<file path="config.mk">
export PLATFORM = sky130hd
export DESIGN_NAME = raw_to_pcm16_saturate_with_stats
export DESIGN_NICKNAME = d
export VERILOG_FILES = /design/src/rtl/r2p_pkg.sv /design/src/rtl/raw_to_pcm16_saturate_with_stats.sv /design/src/rtl/r2p_front.sv /design/src/rtl/r2p_queue.sv /design/src/rtl/r2p_back.sv
export SDC_FILE = /design/constraint.sdc
export NUM_CORES = 2
export LEC_CHECK = 0
export ABC_CLOCK_PERIOD_IN_PS = 10900
export BUFFER_PORTS_ARGS = -buffer_cell sky130_fd_sc_hd__buf_2
export CAP_MARGIN = 5
export CORE_AREA = 5 5 297 299
export DETAILED_ROUTE_END_ITERATION = 10
export DIE_AREA = 0 0 302 304
export GPL_ROUTABILITY_DRIVEN = 0
export GPL_TIMING_DRIVEN = 0
export PLACE_DENSITY = 0.71
export SYNTH_ARGS = -nofsm -noshare
export SYNTH_HDL_FRONTEND = slang
export SYNTH_SLANG_ARGS = --single-unit
export TNS_END_PERCENT = 30
</file>
<file path="constraint.sdc">
create_clock -name i_clk -period 10.9 [get_ports i_clk]
set_input_delay 2.18 -clock i_clk [delete_from_list [all_inputs] [get_ports i_clk]]
set_output_delay 2.18 -clock i_clk [all_outputs]
set_load 0.005 [all_outputs]
</file>
<file path="src/rtl/r2p_pkg.sv">
// ---------------------------------------------------------------------------
// r2p_pkg
// Types and constants of the raw-to-PCM16 converter with block statistics.
// ---------------------------------------------------------------------------
package r2p_pkg;

    localparam int MAX_BLOCK_DEF = 1024;     // default block length limit
    localparam int Q_DEPTH       = 4;        // front-to-back queue depth
    localparam int SHIFT_W       = 5;
    localparam int OUT_CNT_W     = 11;       // width of count fields on the port
    localparam int SQ_W          = 31;       // square of a 16-bit sample
    localparam int ROOT_STEPS    = 16;       // radix-4 root digits of a 32-bit word

    localparam logic [SHIFT_W-1:0] SHIFT_RST = 5'd14;
    localparam logic signed [15:0] PCM_MAX   = 16'sh7fff;
    localparam logic signed [15:0] PCM_MIN   = 16'sh8000;

    typedef struct packed {
        logic signed [31:0] raw_sample;
        logic               last_in_block;
    } t_in_item;

    typedef struct packed {
        logic signed [15:0]    pcm_sample;
        logic                  sample_clipped;
        logic                  block_end;
        logic [OUT_CNT_W-1:0]  block_count;
        logic signed [15:0]    block_min;
        logic signed [15:0]    block_max;
        logic [15:0]           block_rms;
        logic [OUT_CNT_W-1:0]  block_clip_count;
        logic                  block_overrun;
    } t_out_item;

    // fixed-width part of one queue entry
    typedef struct packed {
        logic signed [15:0] pcm;
        logic               clipped;
        logic               last;
        logic signed [15:0] blk_min;
        logic signed [15:0] blk_max;
        logic               overrun;
    } t_smp;

    typedef struct packed {
        logic full;
        logic empty;
    } t_qstat;

endpackage

</file>
<file path="src/rtl/raw_to_pcm16_saturate_with_stats.sv">
// ---------------------------------------------------------------------------
// raw_to_pcm16_saturate_with_stats
// Requantizes signed 32-bit microphone words to 16-bit PCM with saturation
// and reports min, max, clip count and rms of each block on its last item.
// ---------------------------------------------------------------------------
//
//  channel   direction  handshake                 payload
//  -------   ---------  ------------------------  ------------------------
//  input     in         i_in_valid / o_in_ready   i_in_item  (t_in_item)
//  output    out        o_out_valid / i_out_ready o_out_item (t_out_item)
//  config    in         i_cfg_valid / o_cfg_ready i_cfg_data (shift amount)
//
//  Ordinary items flow at one per cycle while the queue and output drain;
//  an accepted item passes stage A, stage B, the queue and the output
//  register. A block-closing item holds the back end for a bit-serial
//  divide, then a radix-4 root. The 4-entry queue lets the front keep
//  taking items meanwhile.
//  Reset is synchronous, active low; shift amount returns to 14.
//  The config port is always ready; writes are legal only while idle.

module raw_to_pcm16_saturate_with_stats
    import r2p_pkg::*;
#(
    parameter int MAX_BLOCK = MAX_BLOCK_DEF
) (
    input  logic               i_clk,
    input  logic               i_rst_n,
    input  logic               i_in_valid,
    output logic               o_in_ready,
    input  t_in_item           i_in_item,
    output logic               o_out_valid,
    input  logic               i_out_ready,
    output t_out_item          o_out_item,
    input  logic               i_cfg_valid,
    output logic               o_cfg_ready,
    input  logic [SHIFT_W-1:0] i_cfg_data
);

    localparam int CNT_W  = $clog2(MAX_BLOCK + 1);
    localparam int SUM_W  = SQ_W - 1 + CNT_W;          // worst-case sum of squares
    localparam int DATA_W = $bits(t_smp) + 2 * CNT_W + SUM_W;

    logic [SHIFT_W-1:0] r_shift;
    logic               push;
    logic [DATA_W-1:0]  push_data;
    logic               pop;
    logic [DATA_W-1:0]  head;
    t_qstat             q_stat;

    // shift register: writes always taken
    assign o_cfg_ready = 1'b1;

    always_ff @(posedge i_clk) begin
        if (!i_rst_n) begin
            r_shift <= SHIFT_RST;
        end else if (i_cfg_valid) begin
            r_shift <= i_cfg_data;
        end
    end

    // front: convert, square, accumulate; one queue entry per item
    r2p_front #(
        .MAX_BLOCK (MAX_BLOCK)
    ) u_front (
        .i_clk       (i_clk),
        .i_rst_n     (i_rst_n),
        .i_shift     (r_shift),
        .i_in_valid  (i_in_valid),
        .o_in_ready  (o_in_ready),
        .i_in_item   (i_in_item),
        .i_q_stat    (q_stat),
        .o_push      (push),
        .o_push_data (push_data)
    );

    // decoupling queue
    r2p_queue #(
        .DATA_W (DATA_W)
    ) u_queue (
        .i_clk       (i_clk),
        .i_rst_n     (i_rst_n),
        .i_push      (push),
        .i_push_data (push_data),
        .i_pop       (pop),
        .o_head      (head),
        .o_stat      (q_stat)
    );

    // back: rms on block ends, output register
    r2p_back #(
        .MAX_BLOCK (MAX_BLOCK)
    ) u_back (
        .i_clk       (i_clk),
        .i_rst_n     (i_rst_n),
        .i_q_stat    (q_stat),
        .i_head      (head),
        .o_pop       (pop),
        .o_out_valid (o_out_valid),
        .i_out_ready (i_out_ready),
        .o_out_item  (o_out_item)
    );

endmodule

</file>
<file path="src/rtl/r2p_front.sv">
// ---------------------------------------------------------------------------
// r2p_front
// Accepts raw words, shifts and saturates them, squares, and folds each
// sample into the block statistics; pushes one entry per item to the queue.
// ---------------------------------------------------------------------------
module r2p_front
    import r2p_pkg::*;
#(
    parameter int MAX_BLOCK = MAX_BLOCK_DEF,
    localparam int CNT_W    = $clog2(MAX_BLOCK + 1),
    localparam int SUM_W    = SQ_W - 1 + CNT_W,
    localparam int DATA_W   = $bits(t_smp) + 2 * CNT_W + SUM_W
) (
    input  logic               i_clk,
    input  logic               i_rst_n,
    input  logic [SHIFT_W-1:0] i_shift,
    input  logic               i_in_valid,
    output logic               o_in_ready,
    input  t_in_item           i_in_item,
    input  t_qstat             i_q_stat,
    output logic               o_push,
    output logic [DATA_W-1:0]  o_push_data
);

    logic adv;

    // stage A: converted sample
    logic               r_a_vld;
    logic signed [15:0] r_a_pcm;
    logic               r_a_clip;
    logic               r_a_last;
    // stage B: sample and its square
    logic               r_b_vld;
    logic signed [15:0] r_b_pcm;
    logic               r_b_clip;
    logic               r_b_last;
    logic [SQ_W-1:0]    r_b_sq;
    // block accumulators
    logic signed [15:0] r_min;
    logic signed [15:0] r_max;
    logic [SUM_W-1:0]   r_sum;
    logic [CNT_W-1:0]   r_clip_cnt;
    logic [CNT_W-1:0]   r_tally;
    logic               r_ovr;

    logic signed [31:0] shifted;
    logic               in_range;
    logic signed [15:0] cvt_pcm;
    logic signed [31:0] prod;
    logic               acc;
    logic signed [15:0] n_min;
    logic signed [15:0] n_max;
    logic [SUM_W-1:0]   n_sum;
    logic [CNT_W-1:0]   n_clip_cnt;
    logic [CNT_W-1:0]   n_tally;
    logic               n_ovr;
    t_smp               ent;

    // whole front stalls only when the last stage cannot drain
    assign adv        = !(r_b_vld && i_q_stat.full);
    assign o_in_ready = adv;

    assign shifted  = i_in_item.raw_sample >>> i_shift;
    assign in_range = (&shifted[31:15]) | ~(|shifted[31:15]);
    assign cvt_pcm  = in_range ? shifted[15:0] : (shifted[31] ? PCM_MIN : PCM_MAX);

    assign prod = r_a_pcm * r_a_pcm;

    always_comb begin
        acc        = r_tally < CNT_W'(MAX_BLOCK);
        n_min      = (acc && r_b_pcm < r_min) ? r_b_pcm : r_min;
        n_max      = (acc && r_b_pcm > r_max) ? r_b_pcm : r_max;
        n_sum      = acc ? r_sum + SUM_W'(r_b_sq) : r_sum;
        n_clip_cnt = (acc && r_b_clip) ? r_clip_cnt + 1'b1 : r_clip_cnt;
        n_tally    = acc ? r_tally + 1'b1 : r_tally;
        n_ovr      = r_ovr | !acc;
        ent.pcm     = r_b_pcm;
        ent.clipped = r_b_clip;
        ent.last    = r_b_last;
        ent.blk_min = n_min;
        ent.blk_max = n_max;
        ent.overrun = n_ovr;
    end

    assign o_push      = adv && r_b_vld;
    assign o_push_data = {ent, n_clip_cnt, n_tally, n_sum};

    always_ff @(posedge i_clk) begin
        if (!i_rst_n) begin
            r_a_vld    <= 1'b0;
            r_b_vld    <= 1'b0;
            r_min      <= PCM_MAX;
            r_max      <= PCM_MIN;
            r_sum      <= '0;
            r_clip_cnt <= '0;
            r_tally    <= '0;
            r_ovr      <= 1'b0;
        end else if (adv) begin
            r_a_vld <= i_in_valid;
            r_b_vld <= r_a_vld;
            if (r_b_vld) begin
                if (r_b_last) begin
                    r_min      <= PCM_MAX;
                    r_max      <= PCM_MIN;
                    r_sum      <= '0;
                    r_clip_cnt <= '0;
                    r_tally    <= '0;
                    r_ovr      <= 1'b0;
                end else begin
                    r_min      <= n_min;
                    r_max      <= n_max;
                    r_sum      <= n_sum;
                    r_clip_cnt <= n_clip_cnt;
                    r_tally    <= n_tally;
                    r_ovr      <= n_ovr;
                end
            end
        end
    end

    always_ff @(posedge i_clk) begin
        if (adv) begin
            r_a_pcm  <= cvt_pcm;
            r_a_clip <= !in_range;
            r_a_last <= i_in_item.last_in_block;
            r_b_pcm  <= r_a_pcm;
            r_b_clip <= r_a_clip;
            r_b_last <= r_a_last;
            r_b_sq   <= prod[SQ_W-1:0];
        end
    end

endmodule

</file>
<file path="src/rtl/r2p_queue.sv">
// ---------------------------------------------------------------------------
// r2p_queue
// Small FIFO between front and back; head entry is shown without a pop.
// ---------------------------------------------------------------------------
module r2p_queue
    import r2p_pkg::*;
#(
    parameter int DATA_W = 8
) (
    input  logic              i_clk,
    input  logic              i_rst_n,
    input  logic              i_push,
    input  logic [DATA_W-1:0] i_push_data,
    input  logic              i_pop,
    output logic [DATA_W-1:0] o_head,
    output t_qstat            o_stat
);

    localparam int PTR_W = $clog2(Q_DEPTH);

    logic [DATA_W-1:0] r_mem [Q_DEPTH];
    logic [PTR_W-1:0]  r_wp;
    logic [PTR_W-1:0]  r_rp;
    logic [PTR_W:0]    r_cnt;

    assign o_head       = r_mem[r_rp];
    assign o_stat.full  = r_cnt == (PTR_W + 1)'(Q_DEPTH);
    assign o_stat.empty = r_cnt == '0;

    always_ff @(posedge i_clk) begin
        if (!i_rst_n) begin
            r_wp  <= '0;
            r_rp  <= '0;
            r_cnt <= '0;
        end else begin
            if (i_push) begin
                r_wp <= r_wp + 1'b1;
            end
            if (i_pop) begin
                r_rp <= r_rp + 1'b1;
            end
            if (i_push && !i_pop) begin
                r_cnt <= r_cnt + 1'b1;
            end else if (i_pop && !i_push) begin
                r_cnt <= r_cnt - 1'b1;
            end
        end
    end

    always_ff @(posedge i_clk) begin
        if (i_push) begin
            r_mem[r_wp] <= i_push_data;
        end
    end

endmodule

</file>
<file path="src/rtl/r2p_back.sv">
// ---------------------------------------------------------------------------
// r2p_back
// Drains the queue into the output register. Block-closing entries first run
// a bit-serial divide (sum / count) and a radix-4 integer square root.
// ---------------------------------------------------------------------------
module r2p_back
    import r2p_pkg::*;
#(
    parameter int MAX_BLOCK = MAX_BLOCK_DEF,
    localparam int CNT_W    = $clog2(MAX_BLOCK + 1),
    localparam int SUM_W    = SQ_W - 1 + CNT_W,
    localparam int DATA_W   = $bits(t_smp) + 2 * CNT_W + SUM_W
) (
    input  logic              i_clk,
    input  logic              i_rst_n,
    input  t_qstat            i_q_stat,
    input  logic [DATA_W-1:0] i_head,
    output logic              o_pop,
    output logic              o_out_valid,
    input  logic              i_out_ready,
    output t_out_item         o_out_item
);

    localparam int STEP_W = $clog2(SUM_W);
    localparam int SMP_W  = $bits(t_smp);
    localparam int SR_W   = 18;

    localparam logic [1:0] ST_IDLE = 2'd0;
    localparam logic [1:0] ST_DIV  = 2'd1;
    localparam logic [1:0] ST_SQRT = 2'd2;
    localparam logic [1:0] ST_DONE = 2'd3;

    logic [1:0]        r_st;
    logic [1:0]        n_st;
    logic [STEP_W-1:0] r_step;
    logic [STEP_W-1:0] n_step;
    logic [SUM_W-1:0]  r_dq;
    logic [SUM_W-1:0]  n_dq;
    logic [CNT_W-1:0]  r_rem;
    logic [CNT_W-1:0]  n_rem;
    logic [31:0]       r_x;
    logic [31:0]       n_x;
    logic [15:0]       r_root;
    logic [15:0]       n_root;
    logic [SR_W-1:0]   r_srem;
    logic [SR_W-1:0]   n_srem;
    logic              r_out_vld;
    t_out_item         r_out;
    t_out_item         n_out;
    logic              load;

    t_smp                   h_smp;
    logic [CNT_W-1:0]       h_clip;
    logic [CNT_W-1:0]       h_cnt;
    logic [SUM_W-1:0]       h_sum;
    logic [CNT_W+10:0]      cnt_ext;
    logic [CNT_W+10:0]      clip_ext;
    logic                   out_free;
    logic [CNT_W:0]         rem_sh;
    logic [CNT_W:0]         rem_diff;
    logic                   div_ge;
    logic [SR_W+1:0]        srem_sh;
    logic [SR_W+1:0]        trial;
    logic                   sq_ge;

    assign h_smp    = t_smp'(i_head[DATA_W-1 -: SMP_W]);
    assign h_clip   = i_head[2*CNT_W+SUM_W-1 -: CNT_W];
    assign h_cnt    = i_head[CNT_W+SUM_W-1 -: CNT_W];
    assign h_sum    = i_head[SUM_W-1:0];
    assign cnt_ext  = {11'b0, h_cnt};
    assign clip_ext = {11'b0, h_clip};
    assign out_free = !r_out_vld || i_out_ready;

    // one quotient bit per cycle
    assign rem_sh   = {r_rem, r_dq[SUM_W-1]};
    assign div_ge   = rem_sh >= {1'b0, h_cnt};
    assign rem_diff = rem_sh - {1'b0, h_cnt};

    // one root bit per cycle
    assign srem_sh = {r_srem, r_x[31:30]};
    assign trial   = (SR_W + 2)'({r_root, 2'b01});
    assign sq_ge   = srem_sh >= trial;

    always_comb begin
        n_st   = r_st;
        n_step = r_step;
        n_dq   = r_dq;
        n_rem  = r_rem;
        n_x    = r_x;
        n_root = r_root;
        n_srem = r_srem;
        load   = 1'b0;
        o_pop  = 1'b0;

        n_out                  = '0;
        n_out.pcm_sample       = h_smp.pcm;
        n_out.sample_clipped   = h_smp.clipped;

        case (r_st)
            ST_IDLE: begin
                if (!i_q_stat.empty) begin
                    if (h_smp.last) begin
                        n_dq   = h_sum;
                        n_rem  = '0;
                        n_step = STEP_W'(SUM_W - 1);
                        n_st   = ST_DIV;
                    end else if (out_free) begin
                        load  = 1'b1;
                        o_pop = 1'b1;
                    end
                end
            end
            ST_DIV: begin
                n_rem = div_ge ? rem_diff[CNT_W-1:0] : rem_sh[CNT_W-1:0];
                n_dq  = {r_dq[SUM_W-2:0], div_ge};
                if (r_step == '0) begin
                    // quotient never exceeds 2^30
                    n_x    = {1'b0, n_dq[SQ_W-1:0]};
                    n_root = '0;
                    n_srem = '0;
                    n_step = STEP_W'(ROOT_STEPS - 1);
                    n_st   = ST_SQRT;
                end else begin
                    n_step = r_step - 1'b1;
                end
            end
            ST_SQRT: begin
                n_srem = sq_ge ? SR_W'(srem_sh - trial) : srem_sh[SR_W-1:0];
                n_root = {r_root[14:0], sq_ge};
                n_x    = {r_x[29:0], 2'b00};
                if (r_step == '0) begin
                    n_st = ST_DONE;
                end else begin
                    n_step = r_step - 1'b1;
                end
            end
            ST_DONE: begin
                if (out_free) begin
                    load  = 1'b1;
                    o_pop = 1'b1;
                    n_st  = ST_IDLE;
                end
            end
            default: begin
                n_st = ST_IDLE;
            end
        endcase

        if (r_st == ST_DONE) begin
            n_out.block_end        = 1'b1;
            n_out.block_count      = cnt_ext[OUT_CNT_W-1:0];
            n_out.block_min        = h_smp.blk_min;
            n_out.block_max        = h_smp.blk_max;
            n_out.block_rms        = r_root;
            n_out.block_clip_count = clip_ext[OUT_CNT_W-1:0];
            n_out.block_overrun    = h_smp.overrun;
        end
    end

    always_ff @(posedge i_clk) begin
        if (!i_rst_n) begin
            r_st      <= ST_IDLE;
            r_out_vld <= 1'b0;
        end else begin
            r_st <= n_st;
            if (load) begin
                r_out_vld <= 1'b1;
            end else if (i_out_ready) begin
                r_out_vld <= 1'b0;
            end
        end
    end

    always_ff @(posedge i_clk) begin
        r_step <= n_step;
        r_dq   <= n_dq;
        r_rem  <= n_rem;
        r_x    <= n_x;
        r_root <= n_root;
        r_srem <= n_srem;
        if (load) begin
            r_out <= n_out;
        end
    end

    assign o_out_valid = r_out_vld;
    assign o_out_item  = r_out;

endmodule

</file>
; Word level (Yosys, flattened, before mapping)
; Memories as Yosys holds them, arrays and structs flattened. A register that Yosys moved wholly into a read port is not among the register bits.
; Cells that the tools add are included.
[word_totals]
regBits = 393
mem_bits_rw = 456
in_bits = 43
n_memories = 1
[mem_list]
columns = memory, words, word_bits, rd, rd_clocked_by_memory_dff, wr, line_no
row1 = u_queue.r_mem, 4, 114, 1, 1, 1, r2p_queue.sv:21  ; logic [DATA_W-1:0] r_mem [Q_DEPTH];
[op_classes]
addsub = 10
n_mul = 1
order_cmp = 5
n_eq_ne = 10
shifts = 1
muxes = 51
n_bitwise = 4
n_reduce_logical = 29
[op_table]
columns = cell, n
row1 = 41-bit 2-to-1 mux, 4
row2 = 16-bit 2-to-1 mux, 7
row3 = 41-bit case mux with 2 select lines, 1
row4 = 11-bit 2-to-1 mux, 7
row5 = 72-bit 2-to-1 mux, 1
row6 = 32-bit case mux with 2 select lines, 1
row7 = 41-bit by 31-bit adder with 41-bit output, 1
row8 = 18-bit 2-to-1 mux, 2
row9 = 18-bit case mux with 2 select lines, 1
row10 = 32-bit 2-to-1 mux, 1
row11 = 16-bit case mux with 2 select lines, 1
row12 = 32-bit by 5-bit >>> shifter with 32-bit output, 1
row13 = 16-bit by 16-bit multiplier with 31-bit output, 1
row14 = 6-bit 2-to-1 mux, 4
row15 = "11-bit by 1-bit adder with 11-bit output, second input constant", 2
row16 = 11-bit case mux with 2 select lines, 1
row17 = 20-bit by 18-bit >= comparator with 1-bit output, 1
row18 = 6-bit case mux with 3 select lines, 1
row19 = 18-bit subtractor, 1
row20 = 17-bit AND reduction, 1
row21 = 17-bit OR reduction, 1
row22 = 16-bit greater-than comparator, 1
row23 = 16-bit less-than comparator, 1
row24 = 2-bit 2-to-1 mux, 7
row25 = 30 further kinds, 61

; Longest topological paths before layout
[depth]
word_depth = 9
mapped_depth = 25
mapped_depth_nobuf = 24

; Cells and area by module
; Synthesis repeated with hierarchy kept, for this count alone.
[unflattened]
cells_unflattened = 3623
hier_area_um2 = 47067.6
[by_module_without_submodules]
columns = mod, n_inst, cells_each, area_per_inst_um2
row1 = r2p_front, 1, 2226, 19851.5
row2 = r2p_queue, 1, 639, 16911.2
row3 = r2p_back, 1, 740, 10108.4
row4 = raw_to_pcm16_saturate_with_stats, 1, 18, 196.4

; Least setup slack after synthesis
; Ideal clock, no wire load.
[synth_path]
path_type = input port to flip-flop
from = input port i_out_ready
to = register u_queue.r_cnt[2]
arrival_time_ps = 9829
slack_ps = 1001
stages = 9
cell_sequence = nor2b_1 > nor3_1 > inv_1 > ha_1 > inv_1 > fa_1 > xor2_1 > or3_1 > a21oi_1
[synth_between]
elab_chain_cells = 8
[synth_rtl]
columns = item, line_no
row1 = "start, declared", raw_to_pcm16_saturate_with_stats.sv:32  ; input logic i_out_ready,
row2 = 1-bit logical OR *, r2p_back.sv:72  ; assign out_free = !r_out_vld || i_out_ready;
row3 = 1-bit 2-to-1 mux *, "r2p_back.sv:107, r2p_back.sv:138"
row4 = 1-bit 2-to-1 mux, r2p_back.sv:102  ; if (h_smp.last) begin
row5 = 1-bit 2-to-1 mux, r2p_back.sv:101  ; if (!i_q_stat.empty) begin
row6 = 1-bit case mux with 2 select lines *, r2p_back.sv:99  ; case (r_st)
row7 = net pop, raw_to_pcm16_saturate_with_stats.sv:46  ; logic pop;
row8 = 1-bit logical NOT, r2p_queue.sv:42  ; if (i_push && !i_pop) begin
row9 = 1-bit logical AND, r2p_queue.sv:42
row10 = 3-bit 2-to-1 mux or 2-bit nonzero test (tied branches), -
row11 = "end signal, assigned", r2p_queue.sv:43  ; r_cnt <= r_cnt + 1'b1;
row12 = "end signal, assigned", r2p_queue.sv:45  ; r_cnt <= r_cnt - 1'b1;
row13 = "end, declared", r2p_queue.sv:24  ; logic [PTR_W:0] r_cnt;
; Mark *: on every way through the listed nets, which the timed path passes. The rest lies on a longest branch.
; A chain may end at the register's enable or synchronous reset.

; Worst setup path in the final report
[layout_path]
from = register u_front.r_a_pcm[4]
to = register u_front.r_b_sq[29], data pin
[layout_between]
elab_chain_cells = 1
[layout_rtl]
columns = item, line_no
row1 = "start, declared", r2p_front.sv:29  ; logic signed [15:0] r_a_pcm;
row2 = "start signal, assigned", r2p_front.sv:123  ; r_a_pcm <= cvt_pcm;
row3 = 16-bit by 16-bit multiplier with 31-bit output, r2p_front.sv:67  ; assign prod = r_a_pcm * r_a_pcm;
row4 = net u_front.prod[29], r2p_front.sv:49  ; logic signed [31:0] prod;
row5 = "end signal, assigned", r2p_front.sv:129  ; r_b_sq <= prod[SQ_W-1:0];
row6 = "end, declared", r2p_front.sv:37  ; logic [SQ_W-1:0] r_b_sq;
; The timed path passes the listed nets, and every way through them passes these cells.

==> flow_metrics.env <==
export IMPL_insertion_delay_ns=0.64
export IMPL_synth_common_cells="734 x edfxtp_1, 436 x inv_1, 253 x nand2_1"
export IMPL_hold_slack_ns=0.440
export IMPL_critPathArrivalTime_ns=8.30
export IMPL_hold_violations=0
export IMPL_ys_seq_elements=849
export IMPL_fin_crit_sh=0.728
export IMPL_postCtsHoldBufs=0
export IMPL_fin_crit_ns=7.94
export IMPL_crit_path_start_kind="flop"
export IMPL_drt_iter0_markers=2739
export IMPL_synth_cell_type_count=85
export IMPL_outcome="finished, final reports clean"
export IMPL_clkTransAtPathRegs_ns=0.06
export IMPL_grt_setup_unrepaired="no"
export IMPL_synth_area_um2=46400
export IMPL_postRouteAntennaNets=0
export IMPL_crit_type="flop to flop"
export IMPL_dp_cells=4850
export IMPL_cts_htree_levels=3
export IMPL_syn_avg_cell_area_um2=13.0
export IMPL_min_path_type="flop to flop"
export IMPL_vias=28400
export IMPL_fillers=6603
export IMPL_drv_cap=0
export IMPL_yosysTopAreaCell="edfxtp_1"
export IMPL_die_y_um=304
export IMPL_required_ns=11.26
export IMPL_synth_most_common_cell="edfxtp_1"
export IMPL_die_area_um2=91800
export IMPL_core_um2=84900
export IMPL_drive_gt1_frac=0.145
export IMPL_postCtsSetupBuffers=0
export IMPL_dieWidth_um=302
export IMPL_multiInputGateArea_um2=19800
export IMPL_dpl_hpwl_mm=74.3
export IMPL_first_global_vias=28600
export IMPL_cts_sinks=849
export IMPL_initial_core_util=0.546
export IMPL_cts_buffers=86
export IMPL_cts_tree="yes"
export IMPL_grt_total_usage=0.223
export IMPL_synth_top_area_frac=0.475
export IMPL_tns_ns=0
export IMPL_syn_instance_count=3555
export IMPL_crit_fanout=10
export IMPL_wl_per_cell_um=20.3
export IMPL_finalSetupViolCount=0
export IMPL_max_slew_margin=0.292
export IMPL_seq_area_frac_synth=0.525
export IMPL_finalWirelength_mm=102
export IMPL_ctsResizeCount=0
export IMPL_pin_count=135
export IMPL_drc=0
export IMPL_finalClockSkew_ns=0.0241
export IMPL_cts_root_buf="clkbuf_16"
export IMPL_ff2ff_setup_slack_ns=2.96
export IMPL_seq_area_um2=24300
export IMPL_layout_cells_non_filler=5009
export IMPL_viasPerCell=5.66
export IMPL_row_count=107
export IMPL_fmax_mhz=126
export IMPL_synthesis_nets=4021
export IMPL_antenna_cells=0
export IMPL_port_buffers=132
export IMPL_overflow=0
export IMPL_grt_max_degree=67
export IMPL_async_flop_share=0
export IMPL_grt_pass1_wl_mm=161
export IMPL_synth_edff_count=734
export IMPL_worstMarginPinSlew_ns=1.05
export IMPL_yosys_warnings=0
export IMPL_antenna_found_initial=1
export IMPL_cp_end_kind="flop"
export IMPL_ys_flop_type="edfxtp_1"
export IMPL_yosys_top_cells_area="edfxtp_1 48%, fa_1 10%, mux4_2 6.0%"
export IMPL_clock_path_buffers=3
export IMPL_synthToLayoutAreaGrowth_pct=11.2
export IMPL_drt_pre_antenna_iters=6
export IMPL_nets=4260
export IMPL_drv_slew=0
==> metal layers <==
metal,global-route usage,vias up,wire (µm)
met5,0,-,0
met4,0.0666,0,2860
met3,0.0299,149,5950
met2,0.371,820,49700
met1,0.312,14300,43200
li1,-,13100,-
==> worst paths after layout <==
| path | from | to | cells after the start |
|---|---|---|---|
| worst min register to register | u_front.r_a_last | u_front.r_b_last | 0 |
| worst min-delay path | u_front.r_a_last | u_front.r_b_last | 0 |
| worst max register to register | u_front.r_a_pcm[4] | u_front.r_b_sq[29] | 21 |
| worst max-delay path | u_front.r_a_pcm[4] | u_front.r_b_sq[29] | 21 |
==> state kept, by name, indices dropped and copies added (netlist names), 15 cells and up, named ones only <==
| signal | cells |
|---|---|
| u_queue.r_mem | 456 |
| u_back.o_out_item | 89 |
| u_back.r_dq | 41 |
| u_front.r_sum | 41 |
| u_back.r_x | 32 |
| u_front.r_b_sq | 30 |
| u_back.r_srem | 18 |
| u_back.r_root | 16 |
| u_front.r_a_pcm | 16 |
| u_front.r_max | 16 |
| u_front.r_min | 16 |
| u_front.r_b_pcm | 15 |
==> layout make-up <==
type	instances	area share
Clock inverter	45	0.00643
Timing Repair Buffer	151	0.0200
Clock buffer	114	0.0456
Multi-Input combinational cell	2122	0.384
Tap cell	1144	0.0278
Buffer	144	0.0116
Inverter	440	0.0321
Sequential cell	849	0.472
==> kinds of logic after synthesis <==
kind of cell             Yosys count  synth area share
XOR/XNOR                         124            0.0234
AND/OR/NAND/NOR                  783            0.0798
adder cells (fa/ha/maj)          423             0.152
other                              1         0.0000809
AO/OA/AOI/OAI                    511            0.0751
flip-flops                       849             0.525
multiplexers                     280            0.0964
buffers and inverters            584            0.0485
==> critical path, cell delays in order, from the launching register on <==
cell and delay (ns):
edfxtp_1 0.60, clkbuf_1 0.47, clkbuf_1 0.53, nand2_1 0.15, fa_1 0.55, fa_1 0.44, fa_1 0.51, inv_1 0.06
fa_1 0.49, fa_1 0.49, inv_1 0.05, fa_1 0.52, inv_1 0.04, ha_1 0.33, a21o_1 0.18, a221o_1 0.41
o41ai_1 0.61, a21oi_1 0.21, o21ai_1 0.27, o21ai_1 0.16, and4b_1 0.21, or3_1 0.38
==> cells in the final DEF (no fill, tap or decap), types with 12 or more instances in the layout <==
| cell | n |
|---|---|
| edfxtp_1 | 734 |
| clkinv_2 | 12 |
| nand3_1 | 41 |
| ha_1 | 191 |
| a21o_1 | 46 |
| a22o_1 | 15 |
| mux2i_1 | 53 |
| nor3_1 | 27 |
| nand2_1 | 253 |
| clkbuf_16 | 87 |
| clkinv_1 | 20 |
| a21boi_0 | 13 |
| o21bai_1 | 14 |
| xor2_1 | 48 |
| clkbuf_1 | 126 |
| and2_1 | 122 |
| mux4_2 | 123 |
| o32a_1 | 16 |
| and3_1 | 24 |
| inv_1 | 435 |
| nand4_1 | 21 |
| dfxtp_1 | 115 |
| a211oi_1 | 16 |
| mux2_2 | 104 |
| buf_2 | 138 |
| buf_1 | 25 |
| o211ai_1 | 13 |
| xnor2_1 | 76 |
| fa_1 | 232 |
| a21oi_1 | 109 |
| nor2b_1 | 23 |
| nor2_1 | 209 |
| a22oi_1 | 34 |
| o21ai_0 | 117 |
| a31oi_1 | 20 |
==> per-stage QoR <==
step / setup slack (ns) / utilization / instance area [µm²]
2_1_floorplan: 1.00 / - / 46400
3_3_place_gp: -2.70 / 0.571 / 48500
3_5_place_dp: 2.93 / 0.576 / 48900
4_1_cts: 2.88 / 0.607 / 51600
5_1_grt: 2.54 / 0.607 / 51600
6_report: 2.96 / 0.607 / 51600
Power is not shown: default switching activity piles up to over one toggle a cycle in this logic, so the estimate is an artifact.
